### src/hw/rtl/serial_command_frame_decoder_top_assert.svh
// Assertion macros shared by the decoder RTL.
`ifndef SERIAL_COMMAND_FRAME_DECODER_TOP_ASSERT_SVH
`define SERIAL_COMMAND_FRAME_DECODER_TOP_ASSERT_SVH

// Same-cycle implication, disabled while reset is asserted.
`define SCFD_ASSERT_NOW(label, clk, rst_n, ante, cons) \
    label: assert property (@(posedge clk) disable iff (!(rst_n)) (ante) |-> (cons)) \
        else $error("decoder assertion failed");

// Next-cycle implication, disabled while reset is asserted.
`define SCFD_ASSERT_NEXT(label, clk, rst_n, ante, cons) \
    label: assert property (@(posedge clk) disable iff (!(rst_n)) (ante) |=> (cons)) \
        else $error("decoder assertion failed");

`endif

### src/hw/rtl/scfd_pkg.sv
`default_nettype none

package scfd_pkg;

    // Field widths of the input and result items.
    localparam int unsigned BYTE_W   = 8;
    localparam int unsigned ID_W     = 7;
    localparam int unsigned VALUE_W  = 13;
    localparam int unsigned MAG_W    = 12;
    localparam int unsigned ACTION_W = 4;
    localparam int unsigned MOTOR_W  = 2;
    localparam int unsigned CNT_OUT_W = 32;
    localparam int unsigned LIMIT_W  = 12;

    // Result tdata: command_id, frame_value, action, motor_index, imu_reinit,
    // bytes_counted, failures_counted, padded to whole bytes.
    localparam int unsigned OUT_FIELDS_W = ID_W + VALUE_W + ACTION_W + MOTOR_W + 1
                                           + 2 * CNT_OUT_W;
    localparam int unsigned OUT_DATA_W   = ((OUT_FIELDS_W + 7) / 8) * 8;

    // Limits and reset values.
    localparam logic [MAG_W-1:0]   MAG_MAX          = 12'd2048;
    localparam logic [LIMIT_W-1:0] POWER_LIMIT_INIT = 12'd100;

    // Action codes.
    localparam logic [ACTION_W-1:0] ACT_NONE      = 4'd0;
    localparam logic [ACTION_W-1:0] ACT_SET_POWER = 4'd1;
    localparam logic [ACTION_W-1:0] ACT_BRAKE     = 4'd2;
    localparam logic [ACTION_W-1:0] ACT_FLOAT     = 4'd3;
    localparam logic [ACTION_W-1:0] ACT_RESET_CNT = 4'd4;
    localparam logic [ACTION_W-1:0] ACT_COLOR     = 4'd5;
    localparam logic [ACTION_W-1:0] ACT_ULTRA     = 4'd6;
    localparam logic [ACTION_W-1:0] ACT_GYRO_RST  = 4'd7;
    localparam logic [ACTION_W-1:0] ACT_OTHER     = 4'd8;
    localparam logic [ACTION_W-1:0] ACT_POWER_IGN = 4'd9;

    // Command ids.
    localparam logic [ID_W-1:0] CMD_POWER_FIRST = 7'd1;
    localparam logic [ID_W-1:0] CMD_POWER_LAST  = 7'd3;
    localparam logic [ID_W-1:0] CMD_STOP_FIRST  = 7'd5;
    localparam logic [ID_W-1:0] CMD_STOP_LAST   = 7'd7;
    localparam logic [ID_W-1:0] CMD_RCNT_FIRST  = 7'd9;
    localparam logic [ID_W-1:0] CMD_RCNT_LAST   = 7'd11;
    localparam logic [ID_W-1:0] CMD_GYRO_RST    = 7'd13;
    localparam logic [ID_W-1:0] CMD_COLOR       = 7'd61;
    localparam logic [ID_W-1:0] CMD_ULTRA       = 7'd62;

endpackage

`default_nettype wire

### src/hw/rtl/serial_command_frame_decoder_top.sv
// Serial command frame decoder.
// Input stream: one received byte per transfer on the s_axis group (tdata
// bits 7:0). A byte with bit 7 set opens a frame; two data bytes follow.
// Output stream: exactly one result per input byte on the m_axis group;
// tlast marks a completed, in-range frame and tuser flags a framing or
// range failure caused by that byte.
// The result is registered and appears in the cycle after the input transfer.
// Throughput: one byte per cycle while m_axis tready stays high; the parse
// state and both counters are updated in the same cycle from a single
// compare-and-decode stage that feeds the result register.
// Stall: while a result waits with tready low, s_axis tready drops, since
// the result register is the only storage; when the result is taken, a
// new byte is accepted in that same cycle.
// Reset (synchronous, active low): parser hunts for a command byte, held
// bytes and counters clear, power_limit returns to 100, no result pending.
// Configuration: i_cfg_we writes power_limit; write only while idle.
`default_nettype none

`include "serial_command_frame_decoder_top_assert.svh"

module serial_command_frame_decoder_top #(
    parameter int unsigned COUNTER_BITS = 32
) (
    input  wire logic        i_clk,
    input  wire logic        i_rst_n,
    // Configuration write of power_limit.
    input  wire logic        i_cfg_we,
    input  wire logic [scfd_pkg::LIMIT_W-1:0] i_cfg_wdata,
    // Input stream.
    input  wire logic        i_s_axis_tvalid,
    output logic             o_s_axis_tready,
    input  wire logic [scfd_pkg::BYTE_W-1:0] i_s_axis_tdata,  // [7:0] rx_byte
    // Result stream.
    output logic             o_m_axis_tvalid,
    input  wire logic        i_m_axis_tready,
    // [6:0] command_id, [19:7] frame_value, [23:20] action,
    // [25:24] motor_index, [26] imu_reinit, [58:27] bytes_counted,
    // [90:59] failures_counted, [95:91] zero
    output logic [scfd_pkg::OUT_DATA_W-1:0] o_m_axis_tdata,
    output logic             o_m_axis_tlast,                  // frame_done
    output logic             o_m_axis_tuser                   // [0] frame_error
);

    typedef enum logic [1:0] {
        PH_HUNT,
        PH_DATA1,
        PH_DATA2
    } t_phase;

    localparam int unsigned CW = COUNTER_BITS;

    t_phase r_phase, n_phase;
    logic [scfd_pkg::ID_W-1:0]     r_cmd, n_cmd;
    logic [scfd_pkg::ID_W-1:0]     r_first, n_first;
    logic [CW-1:0]                 r_byte_cnt, n_byte_cnt;
    logic [CW-1:0]                 r_fail_cnt, n_fail_cnt;
    logic [scfd_pkg::LIMIT_W-1:0]  r_power_limit;

    logic                          r_valid;
    logic                          r_done, n_done;
    logic [scfd_pkg::ID_W-1:0]     r_cid, n_cid;
    logic [scfd_pkg::VALUE_W-1:0]  r_fval, n_fval;
    logic [scfd_pkg::ACTION_W-1:0] r_act, n_act;
    logic [scfd_pkg::MOTOR_W-1:0]  r_motor, n_motor;
    logic                          r_imu, n_imu;
    logic                          r_err, n_err;

    logic                          in_xfer;
    logic                          marked;
    logic [scfd_pkg::ID_W-1:0]     low7;
    logic [scfd_pkg::MAG_W-1:0]    mag;
    logic                          sign;
    logic                          in_range;
    logic                          value_is_one;
    logic [scfd_pkg::VALUE_W-1:0]  value;
    logic [scfd_pkg::ACTION_W-1:0] dec_act;
    logic [scfd_pkg::MOTOR_W-1:0]  dec_motor;
    logic                          dec_imu;
    logic [scfd_pkg::CNT_OUT_W-1:0] bytes_out, fails_out;

    // The result register frees up in the same cycle its result is taken.
    assign o_s_axis_tready = !r_valid || i_m_axis_tready;
    assign in_xfer         = i_s_axis_tvalid && o_s_axis_tready;

    assign marked = i_s_axis_tdata[7];
    assign low7   = i_s_axis_tdata[6:0];

    // Sign-magnitude value from the held first data byte and this byte.
    assign mag          = {r_first[4:0], low7};
    assign sign         = r_first[5];
    assign in_range     = (mag <= scfd_pkg::MAG_MAX);
    assign value_is_one = !sign && (mag == scfd_pkg::MAG_W'(1));
    assign value        = sign ? scfd_pkg::VALUE_W'(-{1'b0, mag}) : {1'b0, mag};

    // Action decode of the held command.
    always_comb begin
        dec_act   = scfd_pkg::ACT_OTHER;
        dec_motor = '0;
        dec_imu   = 1'b0;
        priority if (r_cmd >= scfd_pkg::CMD_POWER_FIRST && r_cmd <= scfd_pkg::CMD_POWER_LAST) begin
            dec_motor = scfd_pkg::MOTOR_W'(r_cmd[1:0] - 2'd1);
            dec_act   = (mag <= r_power_limit) ? scfd_pkg::ACT_SET_POWER
                                               : scfd_pkg::ACT_POWER_IGN;
        end else if (r_cmd >= scfd_pkg::CMD_STOP_FIRST && r_cmd <= scfd_pkg::CMD_STOP_LAST) begin
            dec_motor = scfd_pkg::MOTOR_W'(r_cmd[1:0] - 2'd1);
            dec_act   = value_is_one ? scfd_pkg::ACT_BRAKE : scfd_pkg::ACT_FLOAT;
        end else if (r_cmd >= scfd_pkg::CMD_RCNT_FIRST && r_cmd <= scfd_pkg::CMD_RCNT_LAST) begin
            dec_motor = scfd_pkg::MOTOR_W'(r_cmd[1:0] - 2'd1);
            dec_act   = scfd_pkg::ACT_RESET_CNT;
        end else if (r_cmd == scfd_pkg::CMD_COLOR) begin
            dec_act = scfd_pkg::ACT_COLOR;
        end else if (r_cmd == scfd_pkg::CMD_ULTRA) begin
            dec_act = scfd_pkg::ACT_ULTRA;
        end else if (r_cmd == scfd_pkg::CMD_GYRO_RST) begin
            dec_act = scfd_pkg::ACT_GYRO_RST;
            dec_imu = value_is_one;
        end else begin
            dec_act = scfd_pkg::ACT_OTHER;
        end
    end

    // Parser next state and result fields for the byte at the input.
    always_comb begin
        n_phase    = r_phase;
        n_cmd      = r_cmd;
        n_first    = r_first;
        n_byte_cnt = r_byte_cnt;
        n_fail_cnt = r_fail_cnt;
        n_done     = 1'b0;
        n_cid      = '0;
        n_fval     = '0;
        n_act      = scfd_pkg::ACT_NONE;
        n_motor    = '0;
        n_imu      = 1'b0;
        n_err      = 1'b0;
        unique case (r_phase)
            PH_DATA1, PH_DATA2: begin
                n_byte_cnt = r_byte_cnt + CW'(1);
                if (marked) begin
                    // A command byte in a data position restarts the frame.
                    n_cmd      = low7;
                    n_fail_cnt = r_fail_cnt + CW'(1);
                    n_err      = 1'b1;
                    n_phase    = PH_DATA1;
                end else if (r_phase == PH_DATA1) begin
                    n_first = low7;
                    n_phase = PH_DATA2;
                end else begin
                    n_phase = PH_HUNT;
                    if (!in_range) begin
                        n_fail_cnt = r_fail_cnt + CW'(1);
                        n_err      = 1'b1;
                    end else begin
                        n_done  = 1'b1;
                        n_cid   = r_cmd;
                        n_fval  = value;
                        n_act   = dec_act;
                        n_motor = dec_motor;
                        n_imu   = dec_imu;
                    end
                end
            end
            default: begin
                n_phase = PH_HUNT;
                if (marked) begin
                    n_cmd   = low7;
                    n_phase = PH_DATA1;
                end
            end
        endcase
    end

    // Parse state, counters, configuration and the result register.
    always_ff @(posedge i_clk) begin
        if (!i_rst_n) begin
            r_phase       <= PH_HUNT;
            r_cmd         <= '0;
            r_first       <= '0;
            r_byte_cnt    <= '0;
            r_fail_cnt    <= '0;
            r_power_limit <= scfd_pkg::POWER_LIMIT_INIT;
            r_valid       <= 1'b0;
            r_done        <= 1'b0;
            r_cid         <= '0;
            r_fval        <= '0;
            r_act         <= scfd_pkg::ACT_NONE;
            r_motor       <= '0;
            r_imu         <= 1'b0;
            r_err         <= 1'b0;
        end else begin
            if (i_cfg_we) begin
                r_power_limit <= i_cfg_wdata;
            end
            if (in_xfer) begin
                r_phase    <= n_phase;
                r_cmd      <= n_cmd;
                r_first    <= n_first;
                r_byte_cnt <= n_byte_cnt;
                r_fail_cnt <= n_fail_cnt;
                r_done     <= n_done;
                r_cid      <= n_cid;
                r_fval     <= n_fval;
                r_act      <= n_act;
                r_motor    <= n_motor;
                r_imu      <= n_imu;
                r_err      <= n_err;
            end
            if (o_s_axis_tready) begin
                r_valid <= i_s_axis_tvalid;
            end
        end
    end

    // Counters only move on an input transfer, which cannot happen while a
    // result is stalled, so the result reads them directly.
    generate
        if (CW >= scfd_pkg::CNT_OUT_W) begin : g_cnt_wide
            assign bytes_out = r_byte_cnt[scfd_pkg::CNT_OUT_W-1:0];
            assign fails_out = r_fail_cnt[scfd_pkg::CNT_OUT_W-1:0];
        end else begin : g_cnt_narrow
            assign bytes_out = {{(scfd_pkg::CNT_OUT_W - CW){1'b0}}, r_byte_cnt};
            assign fails_out = {{(scfd_pkg::CNT_OUT_W - CW){1'b0}}, r_fail_cnt};
        end
    endgenerate

    assign o_m_axis_tvalid = r_valid;
    assign o_m_axis_tlast  = r_done;
    assign o_m_axis_tuser  = r_err;
    assign o_m_axis_tdata  = {{(scfd_pkg::OUT_DATA_W - scfd_pkg::OUT_FIELDS_W){1'b0}},
                              fails_out, bytes_out, r_imu, r_motor, r_act, r_fval, r_cid};

    // A result never reports both a completed frame and a failure.
    `SCFD_ASSERT_NOW(a_done_err_excl, i_clk, i_rst_n, r_valid && r_done, !r_err)
    // Without a completed frame the decoded fields are all zero.
    `SCFD_ASSERT_NOW(a_idle_fields_zero, i_clk, i_rst_n, r_valid && !r_done,
        r_cid == '0 && r_fval == '0 && r_act == scfd_pkg::ACT_NONE && r_motor == '0 && !r_imu)
    // Every input transfer yields a result in the next cycle.
    `SCFD_ASSERT_NEXT(a_xfer_gives_result, i_clk, i_rst_n, in_xfer, r_valid)
    // An unmarked byte while hunting is not counted.
    `SCFD_ASSERT_NEXT(a_hunt_no_count, i_clk, i_rst_n,
        in_xfer && r_phase == PH_HUNT && !marked, r_byte_cnt == $past(r_byte_cnt))

endmodule

`default_nettype wire

### config.mk
export PLATFORM = sky130hd
export DESIGN_NAME = serial_command_frame_decoder_top
export DESIGN_NICKNAME = d
export VERILOG_FILES = /design/src/hw/rtl/scfd_pkg.sv /design/src/hw/rtl/serial_command_frame_decoder_top.sv
export VERILOG_INCLUDE_DIRS = /design/src /design/src/hw/rtl
export SDC_FILE = /design/constraint.sdc
export NUM_CORES = 1
export LEC_CHECK = 0
export BUFFER_PORTS_ARGS = -buffer_cell sky130_fd_sc_hd__buf_4
export CAP_MARGIN = 10
export CORE_MARGIN = 2
export CORE_UTILIZATION = 42
export DETAILED_ROUTE_END_ITERATION = 8
export PLACE_DENSITY = 0.69
export SYNTH_ARGS = -nofsm -noshare
export SYNTH_HDL_FRONTEND = slang
export SYNTH_SLANG_ARGS = --single-unit
### constraint.sdc
create_clock -name i_clk -period 4.4 [get_ports i_clk]
set_input_delay 0.44 -clock i_clk [delete_from_list [all_inputs] [get_ports i_clk]]
set_output_delay 0.44 -clock i_clk [all_outputs]
set_load 0.03 [all_outputs]
## After elaboration in Yosys (flattened, before gate mapping)

Cells that the tools add are included.

| word-level totals | value |
|---|---|
| register bits after elaboration | 121 |
| bits in latches | 0 |
| memory bits (writable) | 0 |
| memory bits (read-only) | 0 |
| input port bits | 25 |
| output and inout port bits | 100 |
| word-level logic and storage cells | 101 |
| memories kept | 0 |

| operators by class | value |
|---|---|
| $add $sub $neg | 4 |
| multipliers | 0 |
| divide/modulo/power cells | 0 |
| $lt $le $gt $ge | 8 |
| equality and inequality tests | 8 |
| shift-type cells | 0 |
| mux-type cells | 53 |
| bitwise operators | 1 |
| reductions and logical operators | 13 |

Operators with widths:

| cell | number |
|---|---|
| 2-to-1 mux 32 bit | 3 |
| 2-to-1 mux 13 bit | 5 |
| adder 32 x 1 -> 32 bit (second input constant) | 2 |
| 2-to-1 mux 4 bit | 11 |
| 2-to-1 mux 7 bit | 4 |
| 2-to-1 mux 1 bit | 20 |
| 2-to-1 mux 2 bit | 10 |
| equality test 7 x 6 -> 1 bit (second input constant) | 2 |
| negator 12 -> 13 bit | 1 |
| equality test 12 x 1 -> 1 bit (second input constant) | 1 |
| <= comparator 12 bit | 1 |
| <= comparator 12 bit (second input constant) | 1 |
| AND reduction 4 bit | 2 |
| equality test 7 x 4 -> 1 bit (second input constant) | 1 |
| greater-or-equal comparator 7 x 1 -> 1 bit (second input constant) | 1 |
| greater-or-equal comparator 7 x 3 -> 1 bit (second input constant) | 1 |
| greater-or-equal comparator 7 x 4 -> 1 bit (second input constant) | 1 |
| <= comparator 7 x 2 -> 1 bit (second input constant) | 1 |
| <= comparator 7 x 3 -> 1 bit (second input constant) | 1 |
| <= comparator 7 x 4 -> 1 bit (second input constant) | 1 |
| logical AND 1 bit | 5 |
| != test 2 bit (second input constant) | 2 |
| AND reduction 2 bit | 2 |
| equality test 2 x 1 -> 1 bit (second input constant) | 1 |
| 6 further kinds | 7 |

## Logic depth before layout (Yosys ltp)

Gate-level depths: netlist of the first run.

| depth | value |
|---|---|
| depth in word-level cells | 12 |
| mapped depth | 10 |
| depth with buffers taken out | 7 |

## Worst setup path before layout of the first run

Ideal clock, no wire load.

| timing path | value |
|---|---|
| path type | register to register |
| start | register r_fail_cnt[3], in the netlist fails_out[3] |
| end | register r_fail_cnt[20], in the netlist fails_out[20] |
| library setup time | 0.059 ns |
| arrival time | 2.197 ns |
| required time | 4.341 ns |
| path slack | 2.143 ns |
| stages on the path, launching flop included | 7 |
| buffers on the path | 1 |
| clock period less this slack | 2.257 ns |
| cells stage by stage | dfxtp_1 nand4_2 or4_1 or3_1 buf_2 or4_1 nand2_1 |

| on the way | value |
|---|---|
| word-level cells in the longest chain between the ends | 4 |

RTL lines:

| item | line | RTL |
|---|---|---|
| from (decl) | serial_command_frame_decoder_top.sv:56 | `logic [CW-1:0] r_fail_cnt, n_fail_cnt;` |
| from (signal assigned) | serial_command_frame_decoder_top.sv:199 | `r_fail_cnt <= n_fail_cnt;` |
| adder 32 x 1 -> 32 bit * | serial_command_frame_decoder_top.sv:142, serial_command_frame_decoder_top.sv:151 |  |
| 2-to-1 mux 32 bit | serial_command_frame_decoder_top.sv:150 | `if (!in_range) begin` |
| 2-to-1 mux 32 bit | serial_command_frame_decoder_top.sv:145 | `end else if (r_phase == PH_DATA1) begin` |
| 2-to-1 mux 32 bit * | serial_command_frame_decoder_top.sv:139 | `if (marked) begin` |

Mark *: on every way between the ends. The rest lies on a longest branch, timed or not. The select of a mux whose other input is x is not followed.
A chain may end at the register's enable or synchronous reset.

## Final worst setup path of the first run

| timing path | value |
|---|---|
| start | register r_phase[1] |
| end | register r_act[3] in the netlist's numbering |

| on the way | value |
|---|---|
| word-level cells in the longest chain between the ends | 4 |
| elaborated cells on any way between the ends | 6 |
| classes of those cells | eq/ne: 2; mux: 3; reduce/logical: 1 |

RTL lines:

| item | line | RTL |
|---|---|---|
| from (decl) | serial_command_frame_decoder_top.sv:52 | `t_phase r_phase, n_phase;` |
| from (signal assigned) | serial_command_frame_decoder_top.sv:195 | `r_phase <= n_phase;` |
| equality test 2 x 1 -> 1 bit | serial_command_frame_decoder_top.sv:136, serial_command_frame_decoder_top.sv:145 |  |
| 2-to-1 mux 4 bit | serial_command_frame_decoder_top.sv:145 |  |
| 2-to-1 mux 4 bit | serial_command_frame_decoder_top.sv:139 |  |
| 2-to-1 mux 4 bit * | serial_command_frame_decoder_top.sv:136 | `unique case (r_phase)` |
| to (signal assigned) | serial_command_frame_decoder_top.sv:186 | `r_act <= scfd_pkg::ACT_NONE;` |
| to (signal assigned) | serial_command_frame_decoder_top.sv:203 | `r_act <= n_act;` |
| to (decl) | serial_command_frame_decoder_top.sv:63 | `logic [scfd_pkg::ACTION_W-1:0] r_act, n_act;` |

Mark *: on every way between the ends. The rest lies on a longest branch, timed or not.

==> results of run 1 <==
area by class of cell:
class / count / area [um^2] / area share [%]
Clock buffer: 17 / 425 / 5.67
Clock inverter: 15 / 201 / 2.69
Inverter: 29 / 109 / 1.45
Multi-Input combinational cell: 488 / 3210 / 42.9
Sequential cell: 121 / 2420 / 32.3
Tap cell: 180 / 225 / 3.00
Timing Repair Buffer: 120 / 901 / 12.0
sequential cells by signal, summed over array words and instances (netlist names):
| signal | flops |
|---|---|
| bytes_out | 32 |
| fails_out | 32 |
| r_fval | 13 |
| r_power_limit | 12 |
| r_cid | 7 |
| r_cmd | 7 |
| r_first | 6 |
| r_act | 4 |
| r_motor | 2 |
| r_phase | 2 |
| o_m_axis_tlast | 1 |
| o_m_axis_tuser | 1 |
| o_m_axis_tvalid | 1 |
| r_imu | 1 |
layer usage:
| metal | vias up | wire length (um) | track usage [%] | share of wire (%) |
|---|---|---|---|---|
| met4 | 0 | 320 | 8.38 | 2.1 |
| met2 | 145 | 7350 | 33.5 | 49 |
| met3 | 25 | 815 | 4.75 | 5.4 |
| met1 | 2557 | 6580 | 24.5 | 44 |
| met5 | - | 0 | 0 | 0 |
| li1 | 2617 | - | - | - |
worst reg2reg max path, cell delays in order (launching register included):
cell      delay [ns]
dfxtp_1         0.33
inv_1           0.06
ha_1            0.35
nor3_2          0.58
and4_1          0.89
o311ai_0        0.35
a21oi_1         0.19
synthesized netlist by cell type (all sizes together), types with 6 or more instances:
library cell  number
nor4              10
nor3               9
clkbuf            26
mux2i             34
or4               17
xnor2             17
nand2b            14
and4              11
or3                9
o21ai             13
nor2              77
o311ai             7
xor2              24
o211ai            14
a21oi             26
o41ai              6
buf               14
dfxtp            121
nand2             60
o31ai              7
nand4             18
a22oi             17
inv               29
ha                21
and3              11
nand3             24
stage by stage:
stage                     std cells  worst slack, ns  utilization, %
final                           970             1.58            54.0
after global routing            970             1.33            54.0
after CTS                       970             1.58            54.0
after detailed placement        938             1.42            49.5
after global placement          938             1.55            49.5
after floorplan                 679             2.14               -
how the worst max path moves through the flow:
stage | start | to | cells past startpoint
after detailed placement | i_s_axis_tdata[1] | r_act[3] | 8
after global routing | r_phase[1] | r_act[3] | 6
after CTS | r_phase[1] | r_act[3] | 6
final | r_phase[1] | r_act[3] | 6
after global placement | i_s_axis_tdata[0] | fails_out[1] | 8
after floorplan | fails_out[3] | fails_out[20] | 6
cell families (layout without fill, tap and decap cells):
| logic type | Yosys count | count (layout) | share of synthesized area, % |
|---|---|---|---|
| buffers and inverters | 70 | 181 | 6.03 |
| XOR/XNOR | 41 | 41 | 6.00 |
| adder cells (fa/ha/maj) | 21 | 21 | 4.39 |
| AND/OR/NAND/NOR | 281 | 281 | 24.9 |
| multiplexers | 35 | 35 | 5.88 |
| other | 1 | 5 | 0.0627 |
| flip-flops | 121 | 121 | 40.5 |
| AO/OA/AOI/OAI | 105 | 105 | 12.3 |
power groups by stage:
stage          registers [W]  clock network (W)  logic (W)
5_1_grt              0.00113            0.00154   0.000179
3_5_place_dp         0.00115                  0   0.000161
2_1_floorplan        0.00115                  0   0.000113
6_report             0.00113            0.00146   0.000161
4_1_cts              0.00113            0.00149   0.000162
3_3_place_gp         0.00115                  0   0.000156
==> metrics, run 1 <==
status complete, no violations; Final Max Tran Viols 0; initial DRC count 323; Max clock buf depth 2; FILL cells 1302; Switching Share 22.9%; Post-synth EDFFs 0; Layout Cell Area excl Fill 7500 um^2; sw power 0.000629 W; RSZ-0062 raised after global routing no; peak supply drop 0.237 mV; pin count of the biggest net entering global routing 51; vias in the first global route 4963; Die X 123 um; DRT Wirelength 15100 um; Worst Hold Margin 0.254 ns; crit path buf inv count 1; WHS Path Cells 3; Overall Power 0.00275 W; Max stage delay cell, worst path and4_1; PwrDens 366 nW/um^2; commonest cells after routing, fill and taps aside dfxtp_1 (121), buf_4 (120), nor2_1 (77); DR WL/cell 15.5 um; Achievable Freq 355 MHz; R2R Setup Slk 1.58 ns; Max stage delay on crit path 0.89 ns; ANT cells 0; PostCTS Resize Cnt 0; Synth async-reset ratio 0%; Yosys warning count 0; worst r2r dst r_act[3]; CP required 4.74 ns; Syn Inst Count 675; Syn Area/Cell 8.86 um^2; leak pwr 3.14 nW; Initial Util 43.1%; HP Class primary input to flop; hold_buf cts 0; Final #Nets 823; max-cap viol count 0; Seq cells post-synth 121; area leader, netlist dfxtp_1; RR Startpoint r_phase[1]; Worst-Margin Slew 1.07 ns; Crit Path Category flop to flop; Min-Delay Endpoint r_power_limit[5]; post-route ant nets 0; PortBufs 119; top cell type's share of synthesized area 40.5%; share of cells above drive strength 1 21.3%; die span in y 123 um; area grow syn2layout 25.4%; most common cell after layout, fill and taps aside dfxtp_1; Final TNS setup 0 ns; H-tree levels 4; Reg clk slew, reported paths 0.06 ns; post-synthesis sequential area ratio 40.5%; vias per cell 5.51; I/O Pins 125; Site Rows 43; Arrival @ worst endpoint 3.16 ns; Core ar. 13900 um^2; GPL Wtd Cong 0.802; Synth Flop Type dfxtp_1; internal power 0.00212 W; first drt pass iteration count 4; R2R cell count 6; CP endpoint kind flop; crit-path max FO 27; fin crit share 64.1%; combinational share of power 5.9%; min-delay src i_cfg_wdata[5]; initial antenna violation count 0; via count 5344; synthesized area 5980 um^2; CTS sink cnt 121; family with the most delay on the worst path simple AND/OR/NAND/NOR gates; clock network fraction of design power 53.1%; slew margin rel. 28.6%; DP Area 6870 um^2; post-CTS setup buffer count 0; crit path launch type flop; skew final 0.00870 ns; worst path cell trace inv_1 > ha_1 > nor3_2 > and4_1 > o311ai_0 > a21oi_1; Die Footprint 15200 um^2; Worst-Skew Late Latency 0.41 ns; final hold viol count 0; global-route wire length before repair 24000 um; CTS tree built; root buf cell clkbuf_16; DPL Wire Length 10800 um; Period minus WS final 2.82 ns; share of power burned in registers 41.0%; Yosys cell types 65; cts bufs inserted 17; synth top area cells dfxtp_1 (41%), mux2i_1 (5.7%), nor2_1 (4.8%), ha_1 (4.4%), nand2_1 (3.8%); aggregate global-route resource usage 20.0%; Final setup viols 0; GR Overflow Total 0; Residual DRC 0
Note: power is estimated with default switching activity, not from simulation.
==> inputs of run 2 (changes only) <==
- clock period: 4.4 -> 2.6 ns (I/O delays scaled with it)
==> metrics, run 2 (synthesis gave the netlist of run 1 again) <==
worst path cell trace inv_1 > ha_1 > and3b_1 > nor4b_4 > nand4_1 > or4_1 > a21oi_1; Achievable Freq 434 MHz (+22%); H-tree levels 4 (unchanged); root buf cell clkbuf_16; sw power 0.000963 W (+53%); skew final 0.00715 ns (-0.00155 ns); vias per cell 5.50 (-0.11%); die span in y 123 um (unchanged); ANT cells 0 (unchanged); PortBufs 119 (unchanged); peak supply drop 0.447 mV (+88%); Die X 123 um (unchanged); min-delay src i_cfg_wdata[2]; PostCTS Resize Cnt 0 (unchanged); Max clock buf depth 2 (unchanged); most common cell after layout, fill and taps aside buf_4; hold_buf cts 0 (unchanged); leak pwr 3.18 nW (+1.3%); HP Class primary input to flop; first drt pass iteration count 5 (+1); Residual DRC 0 (unchanged); CTS sink cnt 121 (unchanged); Period minus WS final 2.30 ns (-0.517 ns); post-route ant nets 0 (unchanged); combinational share of power 6.4% (+0.5 points); Switching Share 21.7% (-1.2 points); FILL cells 1275 (-2.1%); Final setup viols 0 (unchanged); commonest cells after routing, fill and taps aside buf_4 (132), dfxtp_1 (121), nor2_1 (77); internal power 0.00348 W (+64%); CTS tree built; pin count of the biggest net entering global routing 67 (+31%); clock network fraction of design power 50.7% (-2.4 points); area grow syn2layout 26.4%; CP required 2.93 ns (-1.81 ns); RSZ-0062 raised after global routing no; share of cells above drive strength 1 21.8% (+0.48 points); DPL Wire Length 11100 um (+2.3%); Final #Nets 837 (+1.7%); family with the most delay on the worst path simple AND/OR/NAND/NOR gates; Max stage delay on crit path 0.50 ns (-0.39 ns); initial antenna violation count 0 (unchanged); Final Util 54.5% (+0.46 points); cts bufs inserted 17 (unchanged); Site Rows 43 (unchanged); RR Startpoint r_phase[1]; via count 5393 (+0.92%); final hold viol count 0 (unchanged); Worst-Skew Late Latency 0.41 ns (about the same); slew margin rel. 59.2% (+31 points); Final Max Tran Viols 0 (unchanged); crit-path max FO 10 (-63%); CP endpoint kind flop; Max stage delay cell, worst path or4_1; Worst-Margin Slew 0.610 ns (-0.457 ns); crit path buf inv count 1 (unchanged); register area 2420 um^2 (unchanged); vias in the first global route 5228 (+5.3%); Arrival @ worst endpoint 2.64 ns (-0.52 ns); Reg clk slew, reported paths 0.05 ns (about the same); crit path launch type flop; fin crit share 88.6% (+24 points); PwrDens 587 nW/um^2 (+60%); I/O Pins 125 (unchanged); share of power burned in registers 43.0% (+2.0 points); GR Overflow Total 0 (unchanged); Final TNS setup 0 ns (unchanged); status complete, no violations; Core ar. 13900 um^2 (unchanged); GPL Wtd Cong 0.846 (+5.5%); Die Footprint 15200 um^2 (unchanged); post-CTS setup buffer count 0 (unchanged); DRT Wirelength 15400 um (+2.2%); initial DRC count 463 (+43%); DR WL/cell 15.7 um (+1.1%); area of the multi-input gates 3210 um^2 (unchanged); CP Launch Point r_phase[1]; aggregate global-route resource usage 21.0% (+1.0 points); Crit Path Category flop to flop; Initial Util 43.1% (unchanged); max-cap viol count 0 (unchanged); global-route wire length before repair 25300 um (+5.4%)
-- run 2: changes by cell type in the layout (fill, tap and decap cells not counted), sizes merged --
cell | previous run | this run
bufinv | 4 | 2
clkbuf | 17 | 25
clkinv | 10 | 1
buf | 120 | 134
inv | 30 | 29
-- run 2: final timing paths --
check | to | slack (ns) | cells after the start
worst min-delay path | r_power_limit[2] | 0.07 | 3
worst max-delay path | bytes_out[29] | 0.30 | 7
worst min register to register | r_act[1] | 0.46 | 2
worst max register to register | bytes_out[29] | 0.30 | 7
-- run 2: layer usage --
metal / up-vias / wire (um) / global-route usage [%]
li1: 2648 / - / -
met1: 2551 / 6790 / 26.6
met2: 166 / 7530 / 34.6
met3: 28 / 770 / 4.61
met4: 0 / 304 / 8.66
met5: - / 0 / 0
-- run 2: power by group through the flow --
| stage | Clock [W] | Sequential (W) | Combinational (W) |
|---|---|---|---|
| global placement | 0 | 0.00194 | 0.000275 |
| global route | 0.00238 | 0.00191 | 0.000315 |
| finish | 0.00225 | 0.00191 | 0.000283 |
| CTS | 0.00228 | 0.00191 | 0.000284 |
| detailed placement | 0 | 0.00194 | 0.000282 |
| floorplan | 0 | 0.00194 | 0.000191 |
-- run 2: worst reg2reg max path: cells and delay by family (launching register included) --
kind / cells / cell delay, ns
adders and majority gates: 1 / 0.34
AOI/OAI and AO/OA: 1 / 0.15
DFF: 1 / 0.32
buffers and inverters: 1 / 0.06
and+or+nand+nor: 4 / 1.36
-- run 2: layout make-up --
class,instances,area share [%]
Sequential cell,121,32.0
Multi-Input combinational cell,488,42.5
Inverter,29,1.44
Clock buffer,25,6.55
Clock inverter,3,0.860
Timing Repair Buffer,134,13.6
Tap cell,180,2.98
-- run 2: stage by stage --
stage | hold slack (ns) | power (W) | setup WS [ns] | instance area (um^2) | instances
5_1_grt | 0.0754 | 0.00460 | 0.0709 | 7560 | 980
3_3_place_gp | 0.444 | 0.00222 | 0.282 | 6990 | 950
4_1_cts | 0.0544 | 0.00447 | 0.198 | 7550 | 978
2_1_floorplan | 0.390 | 0.00213 | 0.343 | 6000 | 679
6_report | 0.0692 | 0.00444 | 0.297 | 7560 | 980
3_5_place_dp | 0.464 | 0.00223 | 0.230 | 6990 | 950
